[src/sv/fqs_pkg.sv]
package fqs_pkg;

  // Operation codes as they arrive on the input channel.
  localparam logic [1:0] OP_INSERT = 2'd0;
  localparam logic [1:0] OP_REMOVE = 2'd1;
  localparam logic [1:0] OP_SEARCH = 2'd2;

  // Position reported when nothing was found or the operation is not a search.
  localparam logic [4:0] POS_NONE = 5'h1F;

  typedef enum logic [1:0] {
    KIND_INSERT,
    KIND_REMOVE,
    KIND_SEARCH,
    KIND_NOP
  } kind_t;

  typedef struct packed {
    kind_t              kind;
    logic signed [31:0] value;
  } cmd_t;

  typedef struct packed {
    logic       ok;
    logic [4:0] position;
    logic [4:0] count;
  } res_t;

  typedef enum logic {
    ST_IDLE,
    ST_SRCH
  } state_t;

endpackage

[src/sv/fqs_front.sv]
module fqs_front (
  input  logic               clk,
  input  logic               rst_n,
  input  logic               in_valid,
  output logic               in_ready,
  input  logic [1:0]         in_op,
  input  logic signed [31:0] in_value,
  output logic               cmd_valid,
  input  logic               cmd_ready,
  output fqs_pkg::cmd_t      cmd
);

  fqs_pkg::cmd_t ent_r [2];
  logic          wr_ptr_r, wr_ptr_nxt;
  logic          rd_ptr_r, rd_ptr_nxt;
  logic [1:0]    cnt_r, cnt_nxt;
  logic          push, pop;
  fqs_pkg::cmd_t dec;

  // Classify the operation code before it is queued.
  always_comb begin
    dec.value = in_value;
    case (in_op)
      fqs_pkg::OP_INSERT: dec.kind = fqs_pkg::KIND_INSERT;
      fqs_pkg::OP_REMOVE: dec.kind = fqs_pkg::KIND_REMOVE;
      fqs_pkg::OP_SEARCH: dec.kind = fqs_pkg::KIND_SEARCH;
      default:            dec.kind = fqs_pkg::KIND_NOP;
    endcase
  end

  assign in_ready  = (cnt_r != 2'd2);
  assign cmd_valid = (cnt_r != 2'd0);
  assign cmd       = ent_r[rd_ptr_r];
  assign push      = in_valid && in_ready;
  assign pop       = cmd_valid && cmd_ready;

  always_comb begin
    wr_ptr_nxt = push ? ~wr_ptr_r : wr_ptr_r;
    rd_ptr_nxt = pop ? ~rd_ptr_r : rd_ptr_r;
    cnt_nxt    = cnt_r + {1'b0, push} - {1'b0, pop};
  end

  always_ff @(posedge clk) begin
    if (!rst_n) begin
      wr_ptr_r <= 1'b0;
      rd_ptr_r <= 1'b0;
      cnt_r    <= 2'd0;
    end else begin
      wr_ptr_r <= wr_ptr_nxt;
      rd_ptr_r <= rd_ptr_nxt;
      cnt_r    <= cnt_nxt;
    end
  end

  always_ff @(posedge clk) begin
    if (push) begin
      ent_r[wr_ptr_r] <= dec;
    end
  end

endmodule

[src/sv/fqs_exec.sv]
module fqs_exec #(
  parameter int DEPTH = 16
) (
  input  logic          clk,
  input  logic          rst_n,
  input  logic          cmd_valid,
  output logic          cmd_ready,
  input  fqs_pkg::cmd_t cmd,
  output logic          res_valid,
  input  logic          res_ready,
  output fqs_pkg::res_t res
);

  localparam int AW = (DEPTH > 1) ? $clog2(DEPTH) : 1;
  localparam int CW = $clog2(DEPTH + 1);
  localparam logic [CW-1:0] FULL_CNT = CW'(DEPTH);
  localparam logic [AW-1:0] LAST_IDX = AW'(DEPTH - 1);

  logic [31:0] store_r [DEPTH];

  fqs_pkg::state_t    state_r, state_nxt;
  logic [AW-1:0]      head_r, head_nxt;
  logic [AW-1:0]      tail_r, tail_nxt;
  logic [CW-1:0]      cnt_r, cnt_nxt;
  logic signed [31:0] key_r, key_nxt;
  logic [AW-1:0]      rd_idx_r, rd_idx_nxt;
  logic [CW-1:0]      rd_cnt_r, rd_cnt_nxt;
  logic               chk_vld_r, chk_vld_nxt;
  logic [CW-1:0]      chk_pos_r, chk_pos_nxt;
  logic signed [31:0] rdata_r;
  logic               out_vld_r, out_vld_nxt;
  fqs_pkg::res_t      out_res_r, out_res_nxt;

  logic out_free, take, wr_en, rd_load;
  logic hit, last, fin, stall;
  logic emit;
  fqs_pkg::res_t emit_res;

  function automatic logic [AW-1:0] ring_next(input logic [AW-1:0] idx);
    ring_next = (idx == LAST_IDX) ? '0 : idx + AW'(1);
  endfunction

  assign out_free  = !out_vld_r || res_ready;
  assign cmd_ready = (state_r == fqs_pkg::ST_IDLE) && out_free;
  assign take      = cmd_valid && cmd_ready;

  // The compare stage works on each read in the cycle after the read stage issues it.
  assign hit   = chk_vld_r && (rdata_r == key_r);
  assign last  = chk_vld_r && (chk_pos_r == cnt_r - CW'(1));
  assign fin   = hit || last;
  assign stall = fin && !out_free;

  always_comb begin
    state_nxt = state_r;
    case (state_r)
      fqs_pkg::ST_IDLE: begin
        if (take && cmd.kind == fqs_pkg::KIND_SEARCH && cnt_r != '0) begin
          state_nxt = fqs_pkg::ST_SRCH;
        end
      end
      fqs_pkg::ST_SRCH: begin
        if (fin && !stall) begin
          state_nxt = fqs_pkg::ST_IDLE;
        end
      end
      default: state_nxt = fqs_pkg::ST_IDLE;
    endcase
  end

  always_comb begin
    head_nxt    = head_r;
    tail_nxt    = tail_r;
    cnt_nxt     = cnt_r;
    key_nxt     = key_r;
    rd_idx_nxt  = rd_idx_r;
    rd_cnt_nxt  = rd_cnt_r;
    chk_vld_nxt = chk_vld_r;
    chk_pos_nxt = chk_pos_r;
    wr_en       = 1'b0;
    rd_load     = 1'b0;
    emit        = 1'b0;
    emit_res.ok       = 1'b0;
    emit_res.position = fqs_pkg::POS_NONE;
    emit_res.count    = 5'(cnt_r);
    case (state_r)
      fqs_pkg::ST_IDLE: begin
        if (take) begin
          case (cmd.kind)
            fqs_pkg::KIND_INSERT: begin
              emit = 1'b1;
              if (cnt_r != FULL_CNT) begin
                wr_en          = 1'b1;
                tail_nxt       = ring_next(tail_r);
                cnt_nxt        = cnt_r + CW'(1);
                emit_res.ok    = 1'b1;
                emit_res.count = 5'(cnt_r + CW'(1));
              end
            end
            fqs_pkg::KIND_REMOVE: begin
              emit = 1'b1;
              if (cnt_r != '0) begin
                head_nxt       = ring_next(head_r);
                cnt_nxt        = cnt_r - CW'(1);
                emit_res.ok    = 1'b1;
                emit_res.count = 5'(cnt_r - CW'(1));
              end
            end
            fqs_pkg::KIND_SEARCH: begin
              if (cnt_r == '0) begin
                emit = 1'b1;
              end else begin
                key_nxt     = cmd.value;
                rd_idx_nxt  = head_r;
                rd_cnt_nxt  = '0;
                chk_vld_nxt = 1'b0;
              end
            end
            default: emit = 1'b1;
          endcase
        end
      end
      fqs_pkg::ST_SRCH: begin
        if (!stall) begin
          if (fin) begin
            emit        = 1'b1;
            chk_vld_nxt = 1'b0;
            if (hit) begin
              emit_res.ok       = 1'b1;
              emit_res.position = 5'(chk_pos_r);
            end
          end else if (rd_cnt_r != cnt_r) begin
            rd_load     = 1'b1;
            chk_vld_nxt = 1'b1;
            chk_pos_nxt = rd_cnt_r;
            rd_cnt_nxt  = rd_cnt_r + CW'(1);
            rd_idx_nxt  = ring_next(rd_idx_r);
          end else begin
            chk_vld_nxt = 1'b0;
          end
        end
      end
      default: ;
    endcase
  end

  always_comb begin
    out_res_nxt = out_res_r;
    out_vld_nxt = out_vld_r;
    if (emit) begin
      out_vld_nxt = 1'b1;
      out_res_nxt = emit_res;
    end else if (res_ready) begin
      out_vld_nxt = 1'b0;
    end
  end

  always_ff @(posedge clk) begin
    if (!rst_n) begin
      state_r   <= fqs_pkg::ST_IDLE;
      head_r    <= '0;
      tail_r    <= '0;
      cnt_r     <= '0;
      chk_vld_r <= 1'b0;
      out_vld_r <= 1'b0;
    end else begin
      state_r   <= state_nxt;
      head_r    <= head_nxt;
      tail_r    <= tail_nxt;
      cnt_r     <= cnt_nxt;
      chk_vld_r <= chk_vld_nxt;
      out_vld_r <= out_vld_nxt;
    end
  end

  always_ff @(posedge clk) begin
    key_r     <= key_nxt;
    rd_idx_r  <= rd_idx_nxt;
    rd_cnt_r  <= rd_cnt_nxt;
    chk_pos_r <= chk_pos_nxt;
    out_res_r <= out_res_nxt;
  end

  always_ff @(posedge clk) begin
    if (wr_en) begin
      store_r[tail_r] <= cmd.value;
    end
    if (rd_load) begin
      rdata_r <= store_r[rd_idx_r];
    end
  end

  assign res_valid = out_vld_r;
  assign res       = out_res_r;

endmodule

[src/sv/fifo_queue_with_search.sv]
// Channel | Ports          | Payload from bit 0 up
// input   | in_t*          | op[1:0], value[33:2], zero fill to 40 bits
// result  | out_t*         | ok[0], position[5:1], count[10:6], zero fill to 16 bits
//
// Insert, remove, unused codes and a search of an empty queue finish in the cycle after the
// command leaves the input queue. Any other search stays in the executer while it reads entries
// from the head until a hit or the whole count is read, since the ring store has one registered
// read port read once per cycle.
// rst_n is synchronous and active low; it empties the queue and both channel stages.
// A two-entry input queue takes up to two transfers while the executer works or the result waits.
module fifo_queue_with_search #(
  parameter int DEPTH = 16
) (
  input  logic        clk,
  input  logic        rst_n,
  input  logic        in_tvalid,
  output logic        in_tready,
  input  logic [39:0] in_tdata,   // op[1:0], value[33:2]
  output logic        out_tvalid,
  input  logic        out_tready,
  output logic [15:0] out_tdata   // ok[0], position[5:1], count[10:6]
);

  logic          cmd_valid, cmd_ready;
  fqs_pkg::cmd_t cmd;
  fqs_pkg::res_t res;

  fqs_front u_front (
    .clk       (clk),
    .rst_n     (rst_n),
    .in_valid  (in_tvalid),
    .in_ready  (in_tready),
    .in_op     (in_tdata[1:0]),
    .in_value  (in_tdata[33:2]),
    .cmd_valid (cmd_valid),
    .cmd_ready (cmd_ready),
    .cmd       (cmd)
  );

  fqs_exec #(
    .DEPTH (DEPTH)
  ) u_exec (
    .clk       (clk),
    .rst_n     (rst_n),
    .cmd_valid (cmd_valid),
    .cmd_ready (cmd_ready),
    .cmd       (cmd),
    .res_valid (out_tvalid),
    .res_ready (out_tready),
    .res       (res)
  );

  assign out_tdata = {5'd0, res.count, res.position, res.ok};

  // A failed operation never reports a position.
  a_fail_no_pos: assert property (@(posedge clk) disable iff (!rst_n)
    (out_tvalid && !out_tdata[0]) |-> (out_tdata[5:1] == fqs_pkg::POS_NONE))
    else $error("failed result carries a position");

  // The input side only backs up when the command queue is holding work.
  a_stall_has_work: assert property (@(posedge clk) disable iff (!rst_n)
    !in_tready |-> cmd_valid)
    else $error("input stalled with an empty command queue");

  // The reported count never goes past the ring size.
  a_count_bound: assert property (@(posedge clk) disable iff (!rst_n)
    out_tvalid |-> ((DEPTH > 31) || (out_tdata[10:6] <= 5'(DEPTH))))
    else $error("count beyond queue depth");

  // A hit position always lies below the count held.
  a_pos_below_count: assert property (@(posedge clk) disable iff (!rst_n)
    (out_tvalid && out_tdata[0] && out_tdata[5:1] != fqs_pkg::POS_NONE && DEPTH < 32)
      |-> (out_tdata[5:1] < out_tdata[10:6]))
    else $error("search hit outside the held entries");

endmodule

[config.mk]
export PLATFORM = sky130hd
export DESIGN_NAME = fifo_queue_with_search
export DESIGN_NICKNAME = d
export VERILOG_FILES = /design/src/sv/fqs_pkg.sv /design/src/sv/fqs_front.sv /design/src/sv/fqs_exec.sv /design/src/sv/fifo_queue_with_search.sv
export SDC_FILE = /design/constraint.sdc
export NUM_CORES = 1
export LEC_CHECK = 0
export BUFFER_PORTS_ARGS = -buffer_cell sky130_fd_sc_hd__buf_2
export CAP_MARGIN = 10
export CORE_MARGIN = 1
export CORE_UTILIZATION = 55
export CTS_CLUSTER_DIAMETER = 200
export DETAILED_ROUTE_END_ITERATION = 16
export GPL_TIMING_DRIVEN = 0
export PLACE_DENSITY = 0.7
export SYNTH_ARGS = -nofsm -noshare
export SYNTH_HDL_FRONTEND = slang
export SYNTH_SLANG_ARGS = --single-unit
export TNS_END_PERCENT = 10
[constraint.sdc]
create_clock -name clk -period 5.08 [get_ports clk]
set_input_delay 1.016 -clock clk [delete_from_list [all_inputs] [get_ports clk]]
set_output_delay 1.016 -clock clk [all_outputs]
set_load 0.02 [all_outputs]
==> results.yml, run 1 <==
clocking:
  path_clk_slew_ns: 0.06
  cts_inserted_buffers: 71
  cts_max_path_buffers: 3
  cts_tree: "done"
  cts_hold_buf: 0
  cts-resized-gates: 0
  clock_latency_ns: 0.62
  cts.sinks: 690
  postCtsSetupBuffers: 0
  h-tree-depth: 3
  root_buffer: "clkbuf_16"
logic_synthesis:
  netlist_instances: 1442
  syn_area_per_cell_um2: 18.6
  yosysSeqAreaShare: 0.765
  async_flop_share: 0
  synth_top_area_cell: "edfxtp_1"
  synth_top_area_share: 0.750
  ys_ff_latch: 690
  ys.flop_type: "edfxtp_1"
  synth_area_leaders: "edfxtp_1 (75%), mux4_2 (5.4%), mux2i_1 (4.1%)"
  synth_cell_types: 61
  synth_edf_count: 669
  ys_warn_count: 0
  syn_area_um2: 26800
timing:
  worst_hold_slack_ns: 0.538
  maxClockFrequency_mhz: 259
  finalWorstSetupSlack_ns: 1.22
  min_period_over_period: 0.761
  worstMarginPinSlew_ns: 1.13
  rsz0062_at_grt: "no"
  setup_viol: 0
  clock_skew_ns: 0.0323
  layout_min_cycle_time_ns: 3.86
  hold_viol: 0
  drv_slew: 0
  worst_slew_margin_rel: 0.249
floorplan:
  start_util: 0.559
  die_h_um: 223
  row_count: 80
  top_level_ports: 62
  die_width_um: 223
  coreArea_um2: 47900
  dieArea_um2: 49600
routing:
  wire_per_inst_um: 26.6
  vias_per_cell: 6.13
  ant_nets: 0
  drcViolationCount: 0
  first_iter_violations: 1381
  drt-total-wl_um: 60400
  firstDrtPassIters: 5
  vias: 13900
setup_path:
  slowest_stage: "o22ai_1"
  start_kind: "register"
  end_kind: "register"
  cp.arrival_ns: 4.08
  startpoint: "u_exec.key_r[5]"
  required_ns: 5.30
  path_max_fanout: 11
  path_class: "reg -> reg"
  r2r_start: "u_exec.key_r[5]"
  slowest_delay_ns: 0.97
  path_cells: "xnor2_1 > nand4_1 > nor4_1 > a31oi_1 > o22ai_1"
finish:
  nNetsFinal: 1657
  drive_above_1_share: 0.214
  nFillCells: 3234
  synthToLayoutAreaGrowth_pct: 14.7
  regArea_um2: 20500
  antenna_cells: 0
  multi_input_area_um2: 6040
power:
  p_leak_nw: 10.2
  power_density_nw_per_um2: 443
  ir_worst_vdd_uv: 307
placement:
  place_congestion: 0.821
  place_ws_ns: 1.32
  hpwl_um: 39500
  port_buffers: 48
global_routing:
  grt_pass1_vias: 13900
  antenna_found_initial: 0
  track_usage: 0.250
  gr-total-overflow: 0
  grt_max_degree: 26
  grt_pass1_wl_um: 89000
run:
  maxCapViolations: 0
outcome:
  status: "complete, no violations"
hold_path:
  min_from: "u_exec.head_r[3]"
  worst_hold_path_type: "reg -> reg"
path summary, 6_finish.rpt:
path	endpoint	slack, ns	cells past startpoint
worst min-delay path	u_exec.head_r[3]	0.54	2
worst max-delay path	u_exec.res[8]	1.22	5
worst min register to register	u_exec.head_r[3]	0.54	2
worst max register to register	u_exec.res[8]	1.22	5
cell usage after synthesis (13+ instances only):
cell and count:
mux4_2 64, o21ai_0 64, xnor2_1 36, and2_1 16, nor2_1 20, dfxtp_1 21
xor2_1 14, inv_1 14, mux2_2 56, a21oi_1 38, mux2i_1 109, nand2_1 72
buf_2 22, nand3_1 13, a221oi_1 32, clkbuf_1 45, a22oi_1 32, edfxtp_1 669
worst max-delay path, delay by kind of cell (launching register included):
kind	cells	cell delay, ns
AO/OA/AOI/OAI	2	1.41
XOR/XNOR	1	0.64
flip-flops	1	0.38
AND/OR/NAND/NOR	2	1.07
registers in the layout, summed over array words and instances, names as in the netlist, named ones only:
register / flops
u_exec.chk_pos_r: 5
u_exec.chk_vld_r: 1
u_exec.cnt_r: 5
u_exec.head_r: 4
u_exec.key_r: 32
u_exec.rd_cnt_r: 5
u_exec.rd_idx_r: 4
u_exec.rdata_r: 32
u_exec.res: 11
u_exec.res_valid: 1
u_exec.state_r: 1
u_exec.store_r: 512
u_exec.tail_r: 4
u_front.cnt_r: 2
u_front.ent_r: 68
u_front.rd_ptr_r: 1
u_front.wr_ptr_r: 1
power breakdown:
part | leakage, nW | switching, W | internal (W)
Combinational | 2.87 | 0.00115 | 0.000550
Sequential | 6.20 | 0.0000750 | 0.00686
Clock | 1.09 | 0.00207 | 0.00293
Total | 10.2 | 0.00329 | 0.0103
placed cells by master (no fill, tap or decap), types with 11 or more instances in the layout:
cell type / instances
clkbuf_1: 65
and2_1: 16
xor2_1: 14
buf_12: 13
ha_1: 11
a21oi_1: 38
xnor2_1: 36
a221oi_1: 32
mux2i_1: 109
nand2_1: 72
nor2_4: 14
mux2_2: 56
buf_6: 16
mux4_2: 64
dfxtp_1: 21
nand3_1: 13
clkbuf_16: 75
inv_1: 14
clkinv_1: 13
o21ai_0: 64
edfxtp_1: 669
a22oi_1: 32
buf_2: 70
layer usage:
metal / vias up / global-route usage / share of wire
li1: 6081 / - / -
met1: 7148 / 0.345 / 0.41
met2: 598 / 0.406 / 0.49
met3: 106 / 0.0419 / 0.075
met4: 0 / 0.0885 / 0.026
met5: - / 0 / 0
metrics by stage:
| stage | total power (W) | std cells | TNS, ns | cell area (um2) | utilization |
|---|---|---|---|---|---|
| floorplan | 0.00813 | 1446 | 0 | 26800 | - |
| global placement | 0.00865 | 2109 | -506.79 | 27800 | 0.580 |
| detailed placement | 0.00875 | 2144 | 0 | 28500 | 0.595 |
| CTS | 0.0137 | 2272 | 0 | 30700 | 0.641 |
| global route | 0.0141 | 2272 | 0 | 30700 | 0.641 |
| finish | 0.0136 | 2272 | 0 | 30700 | 0.641 |
layout make-up:
class	instances	share of cell area
Buffer	78	0.0113
Timing Repair Buffer	83	0.0258
Tap cell	615	0.0250
Inverter	14	0.00171
Clock inverter	31	0.00822
Sequential cell	690	0.667
Clock buffer	97	0.0644
Multi-Input combinational cell	664	0.196
kinds of logic after synthesis:
kind of cell | share of synthesized area
AND/OR/NAND/NOR | 0.0314
multiplexers | 0.119
buffers and inverters | 0.0149
AO/OA/AOI/OAI | 0.0481
flip-flops | 0.765
XOR/XNOR | 0.0163
adder cells (fa/ha/maj) | 0.00513
other | 0.000140
No activity file was read; power rests on OpenSTA's default activity.
==> inputs of run 2 (changes only) <==
Clock period 5.08 ns to 3.7 ns, I/O delays scaled along.
==> run 2 against run 1 <==
Compared with the run above:
- via count increased by 0.45%
- count of clock-buffer cells in the layout shrank 3
- critical path depth increased by 5
- clock skew fell by 0.0071 ns
- global-route usage grew 0.33 points
- hold slack got worse by 0.22 ns
- largest cell class unchanged
- maximum frequency is 16% higher
- non-clock buffer count fell by 2
- combinational power up 38%
- final area rose by 0.23%
==> results.yml, run 2 (same netlist as run 1, synthesis figures left out) <==
clocking:
  postCtsSetupBuffers: 0
  h-tree-depth: 3
  cts_max_path_buffers: 3
  clock_latency_ns: 0.61
  root_buffer: "clkbuf_16"
  path_clk_slew_ns: 0.06
  cts_inserted_buffers: 71
  cts_tree: "done"
  cts.sinks: 690
  cts_hold_buf: 0
finish:
  layout.cells.most_common_list: "edfxtp_1 (669), mux2i_1 (109), clkbuf_16 (73)"
  top_register: "u_exec.store_r"
  nNetsFinal: 1655
  fin_util: 0.643
  largest_registers: "u_exec.store_r: 512 flops, u_front.ent_r: 68 flops"
  largest_reg_flops: 512
  final_common_cell: "edfxtp_1"
  final_cells: 2272
  drive_above_1_share: 0.215
  antenna_cells: 0
  synthToLayoutAreaGrowth_pct: 15.0
timing:
  rsz0062_at_grt: "no"
  layout_min_cycle_time_ns: 3.32
  setup_tns_ns: 0
  worstMarginPinSlew_ns: 1.05
  clock_skew_ns: 0.0252
  drv_slew: 0
  min_period_over_period: 0.899
  maxClockFrequency_mhz: 301
  setup_viol: 0
  hold_viol: 0
  worst_slew_margin_rel: 0.300
placement:
  port_buffers: 48
  place_congestion: 0.832
  dp_cells: 2142
  hpwl_um: 39700
setup_path:
  start_kind: "register"
  path_class: "reg -> reg"
  end_kind: "register"
  required_ns: 4.02
  cp.arrival_ns: 3.65
  path_max_fanout: 9
routing:
  first_iter_violations: 1650
  vias_per_cell: 6.16
  wire_per_inst_um: 26.9
  firstDrtPassIters: 5
  drt-total-wl_um: 61200
  ant_nets: 0
  drcViolationCount: 0
  vias: 14000
power:
  p_leak_nw: 10.2
  power.sequential.fraction: 0.505
  ir_worst_vdd_uv: 321
  power_density_nw_per_um2: 612
  switching_share: 0.242
  power_switching_w: 0.00455
  power_w: 0.0188
  clockPowerShare: 0.371
  power.internal_w: 0.0143
  power_frac_comb: 0.124
global_routing:
  grt_pass1_vias: 14000
  track_usage: 0.253
  gr-total-overflow: 0
  antenna_found_initial: 0
  grt_pass1_wl_um: 90000
  grt_max_degree: 25
floorplan:
  coreArea_um2: 47900
  top_level_ports: 62
  row_count: 80
  dieArea_um2: 49600
  start_util: 0.559
  die_width_um: 223
  die_h_um: 223
run:
  maxCapViolations: 0
outcome:
  status: "complete, no violations"
hold_path:
  worst_hold_path_type: "in -> reg"
==> run 2: power by group through the flow <==
stage | sequential, W | clock (W) | combinational [W]
2_1_floorplan | 0.00970 | 0 | 0.00146
4_1_cts | 0.00952 | 0.00708 | 0.00236
5_1_grt | 0.00954 | 0.00734 | 0.00254
6_report | 0.00952 | 0.00699 | 0.00234
3_3_place_gp | 0.00969 | 0 | 0.00218
3_5_place_dp | 0.00968 | 0 | 0.00234
==> run 2: final cells by class <==
| class | instances | area [um2] |
|---|---|---|
| Buffer | 78 | 347 |
| Clock buffer | 94 | 1910 |
| Clock inverter | 36 | 362 |
| Fill cell | 3214 | 17100 |
| Inverter | 14 | 52.6 |
| Multi-Input combinational cell | 664 | 6060 |
| Sequential cell | 690 | 20500 |
| Tap cell | 615 | 769 |
| Timing Repair Buffer | 81 | 808 |
==> run 2: layer usage <==
metal,share of wire,track usage,vias to the layer above
met3,0.077,0.0413,116
met1,0.40,0.349,7191
met2,0.49,0.413,616
met5,0,0,-
met4,0.027,0.0888,0
li1,-,-,6073
==> run 2: timing repair <==
item | CTS | global route
pin swaps | 0 | 0
endpoints found under the setup margin | 11 | 9
gates resized for setup | 1 | 1
==> run 2: worst max-delay path: stages (launching register included) <==
cell and delay (ns):
dfxtp_1 0.33, clkbuf_1 0.32, inv_1 0.13, ha_1 0.21
buf_2 0.17, o21ba_2 0.22, a221o_1 0.34, a211oi_1 0.35
a31oi_1 0.21, o311a_1 0.33, or2_2 0.45
==> run 2: through the flow <==
stage               hold WS [ns]  setup slack, ns  cell area (um2)
CTS                        0.291            0.172            30800
global placement           0.506            -3.48            27800
finish                     0.321            0.375            30800
detailed placement         0.519           -0.112            28500
floorplan                  0.478           -0.547            26800
global route               0.303            0.161            30800
==> run 2: path summary, 6_finish.rpt <==
path	start	endpoint	slack (ns)	cells after the start
max	u_exec.cnt_r[0]	u_exec.rd_idx_r[1]	0.38	10
min reg2reg	u_exec.rd_cnt_r[4]	u_exec.chk_pos_r[4]	0.53	0
max reg2reg	u_exec.cnt_r[0]	u_exec.rd_idx_r[1]	0.38	10
min	in_tdata[25]	u_front.ent_r[1][23]	0.32	1
